--- src/design/cfr_pkg.sv ---
// ----------------------------------------------------------------------------
// cfr_pkg: shared definitions for the circular FIFO with reverse
// Operation and status codes, sequencer states and the index step direction.
// ----------------------------------------------------------------------------
package cfr_pkg;

  // Width of the capacity register and of the item count.
  localparam int CAP_W   = 5;
  localparam int CNT_W   = 5;
  localparam int CAP_MAX = (2 ** CAP_W) - 1;

  // Capacity in use after reset.
  localparam logic [CAP_W-1:0] CAP_RESET = 5'd16;

  // Operation codes carried in the input word.
  localparam logic [1:0] OP_ENQ = 2'd0;
  localparam logic [1:0] OP_DEQ = 2'd1;
  localparam logic [1:0] OP_REV = 2'd2;

  // Status codes returned in every result word.
  localparam logic [1:0] ST_DONE  = 2'd0;
  localparam logic [1:0] ST_FULL  = 2'd1;
  localparam logic [1:0] ST_EMPTY = 2'd2;

  typedef enum logic [2:0] {
    S_IDLE,
    S_EXEC,
    S_SWAP_RD,
    S_SWAP_WLO,
    S_SWAP_WHI,
    S_FRONT_RD,
    S_FRONT_CAP
  } state_t;

  typedef enum logic {
    DIR_NEXT,
    DIR_PREV
  } step_dir_t;

endpackage

--- src/design/cfr_ram.sv ---
// ----------------------------------------------------------------------------
// cfr_ram: generic RAM
// One write port and two read ports, both read ports registered.
// ----------------------------------------------------------------------------
module cfr_ram #(
  parameter int WIDTH = 32,
  parameter int DEPTH = 16
) (
  input  logic                     clk,
  input  logic                     we,
  input  logic [$clog2(DEPTH)-1:0] waddr,
  input  logic [WIDTH-1:0]         wdata,
  input  logic [$clog2(DEPTH)-1:0] raddr_a,
  output logic [WIDTH-1:0]         rdata_a,
  input  logic [$clog2(DEPTH)-1:0] raddr_b,
  output logic [WIDTH-1:0]         rdata_b
);

  logic [WIDTH-1:0] mem [DEPTH];

  always_ff @(posedge clk) begin
    if (we) begin
      mem[waddr] <= wdata;
    end
    rdata_a <= mem[raddr_a];
    rdata_b <= mem[raddr_b];
  end

endmodule

--- src/design/cfr_idx.sv ---
// ----------------------------------------------------------------------------
// cfr_idx: ring index step unit
// Moves a slot index one place forward or back, wrapping at the capacity.
// ----------------------------------------------------------------------------
module cfr_idx
  import cfr_pkg::*;
#(
  parameter int IDX_W = 4
) (
  input  logic [IDX_W-1:0] idx,
  input  logic [CAP_W-1:0] cap,
  input  step_dir_t        dir,
  output logic [IDX_W-1:0] res
);

  localparam int XW = ((IDX_W > CAP_W) ? IDX_W : CAP_W) + 1;

  logic [XW-1:0] ix;
  logic [XW-1:0] cx;
  logic [XW-1:0] inc;

  assign ix  = XW'(idx);
  assign cx  = XW'(cap);
  assign inc = ix + XW'(1);

  always_comb begin
    unique case (dir)
      DIR_NEXT: res = (inc >= cx) ? '0 : IDX_W'(inc);
      DIR_PREV: res = (ix == '0) ? IDX_W'(cx - XW'(1)) : IDX_W'(ix - XW'(1));
      default:  res = idx;
    endcase
  end

endmodule

--- src/design/circular_fifo_with_reverse.sv ---
// ----------------------------------------------------------------------------
// circular_fifo_with_reverse: ring-buffer FIFO with in-place reversal
// Each accepted word passes through execute, front read and front capture;
// capture waits while the output register holds a result, and no new word
// is taken before it. A reverse adds floor(count / 2) swaps, each a read, a
// low and a high write, set by the one RAM write port. Reset (synchronous,
// rst_n low) empties the queue and sets capacity 16; entry store not cleared.
// ----------------------------------------------------------------------------
module circular_fifo_with_reverse
  import cfr_pkg::*;
#(
  parameter int DEPTH     = 16,
  parameter int WORD_BITS = 32
) (
  input  logic                               clk,
  input  logic                               rst_n,
  // Configuration: capacity_in_use.
  input  logic                               cfg_valid,
  output logic                               cfg_ready,
  input  logic [CAP_W-1:0]                   cfg_data,
  // Input stream. tdata fields from bit 0: operation[1:0], data_in.
  input  logic                               in_tvalid,
  output logic                               in_tready,
  input  logic [((WORD_BITS+2+7)/8)*8-1:0]   in_tdata,
  // Result stream. tdata fields from bit 0: status[1:0], data_out,
  // front_valid, front_value, item_count[4:0], full_flag.
  output logic                               out_tvalid,
  input  logic                               out_tready,
  output logic [((2*WORD_BITS+9+7)/8)*8-1:0] out_tdata
);

  localparam int AW          = $clog2(DEPTH);
  localparam int OUT_W       = 2 * WORD_BITS + 9;
  localparam int OUT_TDATA_W = ((OUT_W + 7) / 8) * 8;

  // Largest capacity the store allows, and the reset tail slot.
  localparam logic [CAP_W-1:0] DEPTH_SAT   = (DEPTH > CAP_MAX) ? CAP_W'(CAP_MAX)
                                                               : CAP_W'(DEPTH);
  localparam logic [CAP_W-1:0] CAP_RST_SAT = (DEPTH_SAT < CAP_RESET) ? DEPTH_SAT
                                                                     : CAP_RESET;
  localparam logic [AW-1:0]    TAIL_RST    = AW'(CAP_RST_SAT - 1'b1);

  // A capacity of zero acts as one; anything above the store size saturates.
  function automatic logic [CAP_W-1:0] cap_sat(input logic [CAP_W-1:0] raw);
    logic [CAP_W-1:0] c;
    if (raw == '0) begin
      c = CAP_W'(1);
    end else if (raw > DEPTH_SAT) begin
      c = DEPTH_SAT;
    end else begin
      c = raw;
    end
    return c;
  endfunction

  // Sequencer state and queue state.
  state_t              state_r, state_nxt;
  logic [CAP_W-1:0]    cap_r;
  logic [AW-1:0]       head_r, head_nxt;
  logic [AW-1:0]       tail_r, tail_nxt;
  logic [CNT_W-1:0]    occ_r, occ_nxt;

  // Working registers of the current word.
  logic [1:0]          op_r;
  logic [WORD_BITS-1:0] din_r;
  logic [1:0]          status_r, status_nxt;
  logic [WORD_BITS-1:0] dout_r, dout_nxt;
  logic [AW-1:0]       lo_r, lo_nxt;
  logic [AW-1:0]       hi_r, hi_nxt;
  logic [CNT_W-2:0]    n_r, n_nxt;
  logic [WORD_BITS-1:0] tmp_r, tmp_nxt;

  // Output register.
  logic                   out_tvalid_r;
  logic [OUT_TDATA_W-1:0] out_tdata_r;
  logic                   out_load;

  // RAM and step unit hookup.
  logic                 ram_we;
  logic [AW-1:0]        ram_waddr;
  logic [WORD_BITS-1:0] ram_wdata;
  logic [AW-1:0]        ram_raddr_a, ram_raddr_b;
  logic [WORD_BITS-1:0] ram_rdata_a, ram_rdata_b;
  logic [AW-1:0]        step_idx, step_res;
  step_dir_t            step_dir;

  logic [CAP_W-1:0]     capc;
  logic [CAP_W-1:0]     cap_cfg;
  logic [AW-1:0]        cfg_tail;
  logic                 in_acc;
  logic                 cfg_acc;
  logic                 front_valid;
  logic [WORD_BITS-1:0] front_value;
  logic                 full_flag;

  assign capc     = cap_sat(cap_r);
  assign cap_cfg  = cap_sat(cfg_data);
  assign cfg_tail = AW'(cap_cfg - 1'b1);

  // The block takes a new word only while the sequencer is idle; a finished
  // result may still sit in the output register at that time.
  assign in_tready = (state_r == S_IDLE);
  assign cfg_ready = (state_r == S_IDLE);
  assign in_acc    = in_tvalid && in_tready;
  assign cfg_acc   = cfg_valid && cfg_ready;

  assign out_tvalid = out_tvalid_r;
  assign out_tdata  = out_tdata_r;

  // The entry store. Port B normally looks at the head so that the front word
  // is ready once the operation has finished.
  cfr_ram #(
    .WIDTH (WORD_BITS),
    .DEPTH (DEPTH)
  ) u_store (
    .clk     (clk),
    .we      (ram_we),
    .waddr   (ram_waddr),
    .wdata   (ram_wdata),
    .raddr_a (ram_raddr_a),
    .rdata_a (ram_rdata_a),
    .raddr_b (ram_raddr_b),
    .rdata_b (ram_rdata_b)
  );

  // One index step unit, shared by the tail, the head and both swap pointers.
  cfr_idx #(
    .IDX_W (AW)
  ) u_step (
    .idx (step_idx),
    .cap (capc),
    .dir (step_dir),
    .res (step_res)
  );

  // Next state.
  always_comb begin
    state_nxt = state_r;
    unique case (state_r)
      S_IDLE: begin
        if (in_acc) begin
          state_nxt = S_EXEC;
        end
      end
      S_EXEC: begin
        // A reverse of one word needs no swap at all.
        if (op_r == OP_REV && occ_r[CNT_W-1:1] != '0) begin
          state_nxt = S_SWAP_RD;
        end else begin
          state_nxt = S_FRONT_RD;
        end
      end
      S_SWAP_RD:  state_nxt = S_SWAP_WLO;
      S_SWAP_WLO: state_nxt = S_SWAP_WHI;
      S_SWAP_WHI: begin
        if (n_r == (CNT_W-1)'(1)) begin
          state_nxt = S_FRONT_RD;
        end else begin
          state_nxt = S_SWAP_RD;
        end
      end
      S_FRONT_RD: state_nxt = S_FRONT_CAP;
      S_FRONT_CAP: begin
        if (!out_tvalid_r || out_tready) begin
          state_nxt = S_IDLE;
        end
      end
      default: state_nxt = S_IDLE;
    endcase
  end

  // Datapath controls for each state.
  always_comb begin
    ram_we      = 1'b0;
    ram_waddr   = lo_r;
    ram_wdata   = ram_rdata_b;
    ram_raddr_a = head_r;
    ram_raddr_b = head_r;
    step_idx    = head_r;
    step_dir    = DIR_NEXT;
    head_nxt    = head_r;
    tail_nxt    = tail_r;
    occ_nxt     = occ_r;
    lo_nxt      = lo_r;
    hi_nxt      = hi_r;
    n_nxt       = n_r;
    tmp_nxt     = tmp_r;
    status_nxt  = status_r;
    dout_nxt    = dout_r;
    out_load    = 1'b0;
    unique case (state_r)
      S_IDLE: begin
        status_nxt = ST_DONE;
        dout_nxt   = '0;
      end
      S_EXEC: begin
        unique case (op_r)
          OP_ENQ: begin
            step_idx = tail_r;
            if (occ_r >= capc) begin
              status_nxt = ST_FULL;
            end else begin
              ram_we    = 1'b1;
              ram_waddr = step_res;
              ram_wdata = din_r;
              tail_nxt  = step_res;
              occ_nxt   = CNT_W'(occ_r + 1'b1);
            end
          end
          OP_DEQ: begin
            if (occ_r == '0) begin
              status_nxt = ST_EMPTY;
              dout_nxt   = '1;
            end else begin
              // Port A fetches the old head; the word is taken in the following state.
              head_nxt = step_res;
              occ_nxt  = CNT_W'(occ_r - 1'b1);
            end
          end
          OP_REV: begin
            if (occ_r == '0) begin
              status_nxt = ST_EMPTY;
            end else begin
              lo_nxt = head_r;
              hi_nxt = tail_r;
              n_nxt  = occ_r[CNT_W-1:1];
            end
          end
          default: begin
          end
        endcase
      end
      S_SWAP_RD: begin
        ram_raddr_a = lo_r;
        ram_raddr_b = hi_r;
      end
      S_SWAP_WLO: begin
        // The low slot takes the high word; the low word is parked.
        ram_we    = 1'b1;
        ram_waddr = lo_r;
        ram_wdata = ram_rdata_b;
        tmp_nxt   = ram_rdata_a;
        step_idx  = lo_r;
        lo_nxt    = step_res;
      end
      S_SWAP_WHI: begin
        ram_we    = 1'b1;
        ram_waddr = hi_r;
        ram_wdata = tmp_r;
        step_idx  = hi_r;
        step_dir  = DIR_PREV;
        hi_nxt    = step_res;
        n_nxt     = (CNT_W-1)'(n_r - 1'b1);
      end
      S_FRONT_RD: begin
        if (op_r == OP_DEQ && status_r == ST_DONE) begin
          dout_nxt = ram_rdata_a;
        end
      end
      S_FRONT_CAP: begin
        out_load = !out_tvalid_r || out_tready;
      end
      default: begin
      end
    endcase
  end

  assign front_valid = (occ_r != '0);
  assign front_value = front_valid ? ram_rdata_b : '0;
  assign full_flag   = (occ_r == capc);

  // Control registers.
  always_ff @(posedge clk) begin
    if (!rst_n) begin
      state_r      <= S_IDLE;
      cap_r        <= CAP_RESET;
      head_r       <= '0;
      tail_r       <= TAIL_RST;
      occ_r        <= '0;
      out_tvalid_r <= 1'b0;
    end else begin
      state_r <= state_nxt;
      if (cfg_acc) begin
        // A capacity write empties the queue; the stored words stay behind.
        cap_r  <= cfg_data;
        head_r <= '0;
        tail_r <= cfg_tail;
        occ_r  <= '0;
      end else begin
        head_r <= head_nxt;
        tail_r <= tail_nxt;
        occ_r  <= occ_nxt;
      end
      if (out_load) begin
        out_tvalid_r <= 1'b1;
      end else if (out_tready) begin
        out_tvalid_r <= 1'b0;
      end
    end
  end

  // Payload registers.
  always_ff @(posedge clk) begin
    if (in_acc) begin
      op_r  <= in_tdata[1:0];
      din_r <= in_tdata[WORD_BITS+1:2];
    end
    status_r <= status_nxt;
    dout_r   <= dout_nxt;
    lo_r     <= lo_nxt;
    hi_r     <= hi_nxt;
    n_r      <= n_nxt;
    tmp_r    <= tmp_nxt;
    if (out_load) begin
      out_tdata_r <= OUT_TDATA_W'({full_flag, occ_r, front_value, front_valid,
                                   dout_r, status_r});
    end
  end

`ifndef SYNTHESIS
  // The queue never holds more words than the capacity in use.
  a_occ_cap : assert property (@(posedge clk) disable iff (!rst_n)
    occ_r <= capc)
    else $error("occupancy above capacity");

  // An accepted word always starts execution on the next cycle.
  a_acc_exec : assert property (@(posedge clk) disable iff (!rst_n)
    in_acc |=> (state_r == S_EXEC))
    else $error("accepted word did not start execution");

  // Swaps are only issued while at least one is left.
  a_swap_cnt : assert property (@(posedge clk) disable iff (!rst_n)
    (state_r == S_SWAP_RD) |-> (n_r != '0))
    else $error("swap issued with no swaps left");

  // A full rejection reports a full queue.
  a_full_rej : assert property (@(posedge clk) disable iff (!rst_n)
    (out_tvalid_r && out_tdata_r[1:0] == ST_FULL) |-> out_tdata_r[2*WORD_BITS+8])
    else $error("full rejection without full flag");

  // An empty rejection reports no queued word.
  a_empty_rej : assert property (@(posedge clk) disable iff (!rst_n)
    (out_tvalid_r && out_tdata_r[1:0] == ST_EMPTY) |->
      (out_tdata_r[2*WORD_BITS+7:2*WORD_BITS+3] == '0 && !out_tdata_r[WORD_BITS+2]))
    else $error("empty rejection with queued words");
`endif

endmodule
--- config.mk ---
export PLATFORM = sky130hd
export DESIGN_NAME = circular_fifo_with_reverse
export DESIGN_NICKNAME = d
export VERILOG_FILES = /design/src/design/cfr_pkg.sv /design/src/design/cfr_ram.sv /design/src/design/cfr_idx.sv /design/src/design/circular_fifo_with_reverse.sv
export SDC_FILE = /design/constraint.sdc
export NUM_CORES = 1
export LEC_CHECK = 0
export BUFFER_PORTS_ARGS = -buffer_cell sky130_fd_sc_hd__buf_2
export CORE_MARGIN = 2
export CORE_UTILIZATION = 35
export DETAILED_ROUTE_END_ITERATION = 16
export GPL_ROUTABILITY_DRIVEN = 0
export HOLD_SLACK_MARGIN = 0.1
export PLACE_DENSITY = 0.59
export SKIP_LAST_GASP = 1
export SLEW_MARGIN = 5
export SYNTH_ARGS = -nofsm -noshare
export SYNTH_HDL_FRONTEND = slang
export SYNTH_SLANG_ARGS = --single-unit
--- constraint.sdc ---
create_clock -name clk -period 9.4 [get_ports clk]
set_input_delay 0 -clock clk [delete_from_list [all_inputs] [get_ports clk]]
set_output_delay 0 -clock clk [all_outputs]
set_load 0.02 [all_outputs]
==> results.md, run 1 <==
- Status: completed
- Non-filler cells in the finished layout: 3,548
- Detail Placement HPWL: 48,690 um
- Routed Antenna Nets: 0
- R2R Path Start: state_r[1]$_SDFFE_PN0P_
- # diodes: 0
- Clock sinks: 783
- Layout cells sized above 1: 26.33%
- Final setup viols: 0
- Post-CTS Setup Inserts: 0
- Syn-to-layout area delta: 17.34%
- Critical R2R Capture: u_store.mem[3][23]$_DFFE_PP_
- Via count: 19,481
- Dpl cells: 3,304
- Hold-fix buffers, CTS: 84
- Post-synth ARST share: 0%
- Slowest stage delay, CP: 910 ps
- LEAKAGE: 13.61 nW
- Ys flop type: edfxtp_1
- Clock transition at path regs: 60 ps
- Synth top cells by count: 697 x edfxtp_1, 297 x nand2_1, 256 x mux4_2, 100 x and2_1, 86 x dfxtp_1
- Rows: 113
- WHS Path Cells: 2
- CTS Buffer Depth: 3
- Reg-to-reg slack, setup: 2540 ps
- Worst hold endpoint: din_r[8]$_DFFE_PP_
- Req. time, crit path: 9670 ps
- Synthesized instance count: 1,999
- DRC errors left: 0
- Share of the synthesized area in the top cell type: 62.14%
- Starting density of the core: 35.40%
- Final setup TNS: 0 ps
- Crit Path Class: flop to flop
- Total power: 8.958 mW
- Die height: 314.2 um
- Initial DRC Count: 1,922
- Clk_lat worst skew: 650 ps
- Clock skew: 26.88 ps
- Final Hold Fails: 0
- Tcrit/Tclk final: 72.97%
- Core Region: 95,150 um^2
- Library cells used by synthesis: 64
- Startpoint types: flop
- CTS tree: done
- Max Slew Vio Count: 0
- Rel. slew slack: 21.40%
- Largest net degree at the start of global routing: 78
- Mapped Area: 33,680 um^2
- Depth of the CTS H-tree: 3
- Crit path DAT: 7130 ps
- Drt pass-1 iters: 7
- Final nets: 2,283
- Hold Path Origin: in_tdata[10]
- Yosys reg bits: 783
- GRT Util Overall: 17.89%
- Critical path's top delay family: simple AND/OR/NAND/NOR gates
- Avg Cell Area, Syn: 16.85 um^2
- Sequential share of the synthesized area: 67.26%
- Post-Route WL: 88,190 um
- Drt wl/cell: 24.86 um
- HP Class: primary input to flop
- DIE WIDTH: 314.2 um
- Initial antenna violation count: 1
- CP Max Fanout: 24
- Full die area: 98,720 um^2
- Vias per std cell: 5.491
- Top-count cell post-synth: edfxtp_1
- Crit path capture type: flop
- Power per cell area: 226.7 nW/um^2
- Area contributors post-synth: edfxtp_1 62%, mux4_2 17%, dfxtp_1 5.1%
- CP cell instances: nand2_1 -> or2_1 -> inv_2 -> buf_4 -> a22oi_1 -> nand3_1 -> ha_1 -> xor2_1 -> ha_1 -> a21o_1 -> a31oi_1 -> o21a_1 -> a31oi_1 -> o21ai_0 -> nand2_1 -> nor3_2 -> buf_4
- CTS buffer count: 85
- Slowest stage cell, crit path: dfxtp_1
- Post-route minimum period: 6859 ps
- Post-CTS Resized: 0
- Port bufs: 119
- Fill count: 8,451
- Clock root cell: clkbuf_16
- Vias in the first global route: 20,603
- Syn. warnings: 0
- Dominant cell type by area after synthesis: edfxtp_1
- Worst Tran Pin Value: 1175 ps
- First-pass GRT wire length: 131,000 um
- Max Cap Violations: 0
- Post-synth EDFFs: 697
- Io pins: 133
- Grt ovf: 0
- Worst R2R Path Depth: 17
- Worst Setup SP: state_r[1]$_SDFFE_PN0P_
- VDD IR max: 0.1305 mV
- FMAX: 145.8 MHz
- Unrepaired setup endpoints after global routing: false
- Worst Path Buf+Inv: 3
==> worst reg2reg max path, delay by kind of cell, from the launching register on <==
family                     cells  cell delay (ps)
xor gates and xnor gates       1              260
and+or+nand+nor                5             1880
buffers and inverters          3             1560
DFF                            1              910
adders and majority gates      2              540
AOI/OAI and AO/OA              6             1330
==> metal layers <==
metal  routed length, um  vias up  track usage [%]
met4                1819        0            4.904
met3                5559      111            2.675
met1               37480    10246            24.49
met2               43330      711            29.83
met5                   0        -                0
li1                    -     8413                -
==> per-stage QoR <==
| step | hold slack, ps | util (%) | setup slack (ps) | area (um^2) |
|---|---|---|---|---|
| final | 116.3 | 41.53 | 2541 | 39520 |
| after global routing | 123.9 | 41.53 | 2176 | 39520 |
| after CTS | 101.2 | 41.53 | 2550 | 39520 |
| after detailed placement | 178.1 | 37.72 | 2598 | 35900 |
| after global placement | 181.2 | 37.72 | 2641 | 35900 |
| after floorplan | 71.83 | - | 2786 | 33700 |
==> layout by cell type (no fill, tap or decap), drive strengths merged, types with 6 or more instances in the layout <==
master,n
edfxtp,697
nand2,297
mux4,256
buf,169
clkbuf,112
and2,101
dfxtp,86
dlygate4sd3,84
a31oi,73
a211oi,69
a21oi,38
clkinv,34
a22oi,33
nor2,29
o21ai,26
inv,26
nor3,24
ha,22
nand3,10
conb,7
nor2b,7
a21o,7
bufinv,6
clkinvlp,6
xnor2,6
==> power by group <==
group | internal (mW) | switching (mW)
registers | 4.30 | 0.114
clock network | 1.92 | 1.40
logic | 0.394 | 0.835
==> how the worst max path moves through the flow <==
| stage | endpoint | slack, ps | depth (start not counted) |
|---|---|---|---|
| after floorplan | u_store.mem[15][0]$_DFFE_PP_ | 2790 | 16 |
| after global placement | u_store.mem[3][25]$_DFFE_PP_ | 2640 | 17 |
| after detailed placement | u_store.mem[3][25]$_DFFE_PP_ | 2600 | 17 |
| after CTS | u_store.mem[3][23]$_DFFE_PP_ | 2550 | 17 |
| after global routing | u_store.mem[3][23]$_DFFE_PP_ | 2180 | 17 |
| final | u_store.mem[3][23]$_DFFE_PP_ | 2540 | 17 |
==> registers in the layout, summed over array words and instances (netlist names), 4 cells and up <==
register,cells
u_store.mem,512
out_tdata,73
din_r,32
dout_r,32
tmp_r,32
u_store.rdata_a,32
u_store.rdata_b,32
cap_r,5
occ_r,5
head_r,4
hi_r,4
lo_r,4
n_r,4
tail_r,4
==> logic make-up after synthesis <==
logic type	Yosys count	share of synthesized area (%)
adders and majority gates	23	0.8767
buffers and inverters	159	2.121
xor gates and xnor gates	10	0.3158
AOI/OAI and AO/OA	272	5.476
DFF	783	67.26
and+or+nand+nor	493	6.761
other	1	0.01113
muxes	258	17.18
==> layout make-up <==
type,count,area (um^2),share of cell area [%]
clock buffers,112,2311,5.848
flip-flops and latches,783,22650,57.32
clock inverters,48,473.0,1.197
well taps,1265,1583,4.005
repair buffers,253,1837,4.648
multi-input cells,1063,10580,26.76
inverters,24,90.09,0.2279
(Power assumes the default switching activity.)
==> inputs of run 2 (changes only) <==
PLACE_DENSITY = 0.61   (was 0.59)
clock period = 5.9 ns   (was 9.4 ns; I/O delays follow)
==> results.md, run 2 (same netlist as run 1, synthesis figures left out) <==
- Final Hold Fails: 0 (unchanged)
- Clock sinks: 783 (unchanged)
- First-pass GRT wire length: 129,900 um (-0.81%)
- P_sw: 3.664 mW (+56%)
- Crit Path Class: flop to flop
- Internal power: 10.48 mW (+59%)
- Sequential share of power: 49.6% (+0.3 points)
- Io pins: 133 (unchanged)
- Die height: 314.2 um (unchanged)
- Layout cells sized above 1: 26.61% (+0.29 points)
- Clock transition at path regs: 60 ps (about the same)
- Detail Placement HPWL: 49,580 um (+1.8%)
- Biggest register: u_store.mem
- Worst Tran Pin Value: 1274 ps (+98.46 ps)
- Routed Antenna Nets: 0 (unchanged)
- Unrepaired setup endpoints after global routing: false
- Vias per std cell: 5.499 (+0.15%)
- Initial DRC Count: 1,895 (-1.4%)
- Dpl cells: 3,311 (+0.21%)
- Worst R2R Path Depth: 16 (-1)
- Initial antenna violation count: 1 (unchanged)
- Vias in the first global route: 20,614 (+0.053%)
- Port bufs: 119 (unchanged)
- Max FFs per register: 512 (unchanged)
- Core Region: 95,150 um^2 (unchanged)
- # diodes: 0 (unchanged)
- Placement Cell Area: 36,160 um^2 (+0.74%)
- DRC errors left: 0 (unchanged)
- CTS Buffer Depth: 3 (unchanged)
- Power per cell area: 356.6 nW/um^2 (+57%)
- Via count: 19,500 (+0.098%)
- Post-CTS Resized: 0 (unchanged)
- DIE WIDTH: 314.2 um (unchanged)
- Commonest cells after routing, fill and taps aside: 697 x edfxtp_1, 297 x nand2_1, 256 x mux4_2, 119 x buf_2, 99 x and2_1
- HP Class: primary input to flop
- Syn-to-layout area delta: 17.79%
- Combinational share of power: 14.2% (+0.5 points)
- Drt wl/cell: 24.34 um (-2.1%)
- CTS tree: done
- Clk_lat worst skew: 630 ps (-20 ps)
- Non-filler cells in the finished layout: 3,546 (-0.056%)
- FMAX: 193.0 MHz (+32%)
- Most common cell after layout, fill and taps aside: edfxtp_1
- Tcrit/Tclk final: 87.82% (+15 points)
- Max Cap Violations: 0 (unchanged)
- Final setup viols: 0 (unchanged)
- Clk pwr share: 36.2% (-0.8 points)
- Max Slew Vio Count: 0 (unchanged)
- Startpoint types: flop
- Drt pass-1 iters: 7 (unchanged)
- Status: completed
- Layout Utilization: 41.69% (+0.16 points)
- Final WS setup: 718.7 ps (-1822 ps)
- CTS buffer count: 82 (-3.5%)
- Full die area: 98,720 um^2 (unchanged)
- Post-route minimum period: 5181 ps (-1678 ps)
- GRT Util Overall: 17.52% (-0.37 points)
- Largest net degree at the start of global routing: 65 (-17%)
- Fill count: 8,381 (-0.83%)
- Post-Route WL: 86,310 um (-2.1%)
- Rows: 113 (unchanged)
- VDD IR max: 0.2587 mV (+98%)
- Final nets: 2,285 (+0.088%)
- CP Max Fanout: 32 (+33%)
- LEAKAGE: 13.70 nW (+0.67%)
- Crit path capture type: flop
- Total power: 14.15 mW (+58%)
- Grt ovf: 0 (unchanged)
- Switching power share of the total: 25.90% (-0.30 points)
- Clock skew: 20.26 ps (-6.618 ps)
- Pre-CTS setup slack: 197.8 ps (-2400 ps)
- WHS Path Cells: 2 (unchanged)
- Clock root cell: clkbuf_16
- Crit path DAT: 5440 ps (-1690 ps)
- Req. time, crit path: 6160 ps (-3510 ps)
- Cell area after layout: 39,670 um^2 (+0.38%)
- Depth of the CTS H-tree: 3 (unchanged)
- Starting density of the core: 35.40% (unchanged)
- Rel. slew slack: 14.90% (-6.5 points)
run 2: cell types whose count changed in the layout (fill, tap and decap cells not counted), sizes merged:
cell | previous run | this run
buf | 169 | 178
clkinv | 34 | 26
clkbuf | 112 | 118
dlygate4sd3 | 84 | 80
clkinvlp | 6 | 3
bufinv | 6 | 5
inv | 26 | 25
run 2: power by group through the flow:
stage / Combinational, mW / Sequential, mW / Clock (mW)
after detailed placement: 1.97 / 7.13 / 0
after floorplan: 1.26 / 7.06 / 0
after global placement: 1.91 / 7.12 / 0
final: 2.00 / 7.02 / 5.12
after CTS: 2.02 / 7.02 / 5.24
after global routing: 2.19 / 7.06 / 5.43
run 2: repair_timing:
| action | CTS | global route |
|---|---|---|
| setup endpoints to repair | 0 | 18 |
| hold endpoints to repair | 56 | 0 |
| setup buffers | 0 | 2 |
| hold buffers | 80 | 0 |
run 2: stage by stage:
step | hold slack, ps | TNS (ps)
after floorplan | 71.83 | -160020
after global placement | 181.7 | 0
after detailed placement | 178.4 | 0
after CTS | 102.4 | 0
after global routing | 129.3 | 0
final | 132.4 | 0
run 2: worst paths after layout:
| kind | to | slack (ps) | start |
|---|---|---|---|
| worst max-delay path | u_store.mem[10][14]$_DFFE_PP_ | 720 | state_r[2]$_SDFFE_PN0P_ |
| worst min-delay path | din_r[10]$_DFFE_PP_ | 130 | in_tdata[12] |
| worst max register to register | u_store.mem[10][14]$_DFFE_PP_ | 720 | state_r[2]$_SDFFE_PN0P_ |
| worst min register to register | out_tdata[4]$_DFFE_PP_ | 420 | dout_r[2]$_DFFE_PP_ |
run 2: worst max-delay path, stage by stage, from the launching register on:
cell	delay, ps
dfxtp_1	650
or3b_1	430
o21a_1	140
a221o_2	480
inv_1	160
ha_1	220
inv_1	80
nor3_2	270
mux2_2	420
inv_1	70
ha_1	230
nor2_1	150
a31oi_1	100
o21ai_0	330
nand2b_1	290
nor3_4	180
buf_4	580
run 2: cell type report:
cell class / count / area, um^2 / area share (%)
Inverter: 24 / 90.09 / 0.2271
Clock buffer: 118 / 2330 / 5.873
Sequential cell: 783 / 22650 / 57.10
Tap cell: 1265 / 1583 / 3.990
Clock inverter: 35 / 352.8 / 0.8894
Timing Repair Buffer: 258 / 2052 / 5.172
Multi-Input combinational cell: 1063 / 10610 / 26.75
run 2: per-layer routing:
metal / up-vias / routed length, um / global-route usage (%)
met5: - / 7 / 0
met4: 2 / 2027 / 4.611
met3: 150 / 5402 / 3.195
met2: 731 / 41640 / 28.72
met1: 10189 / 37240 / 24.11
li1: 8428 / - / -
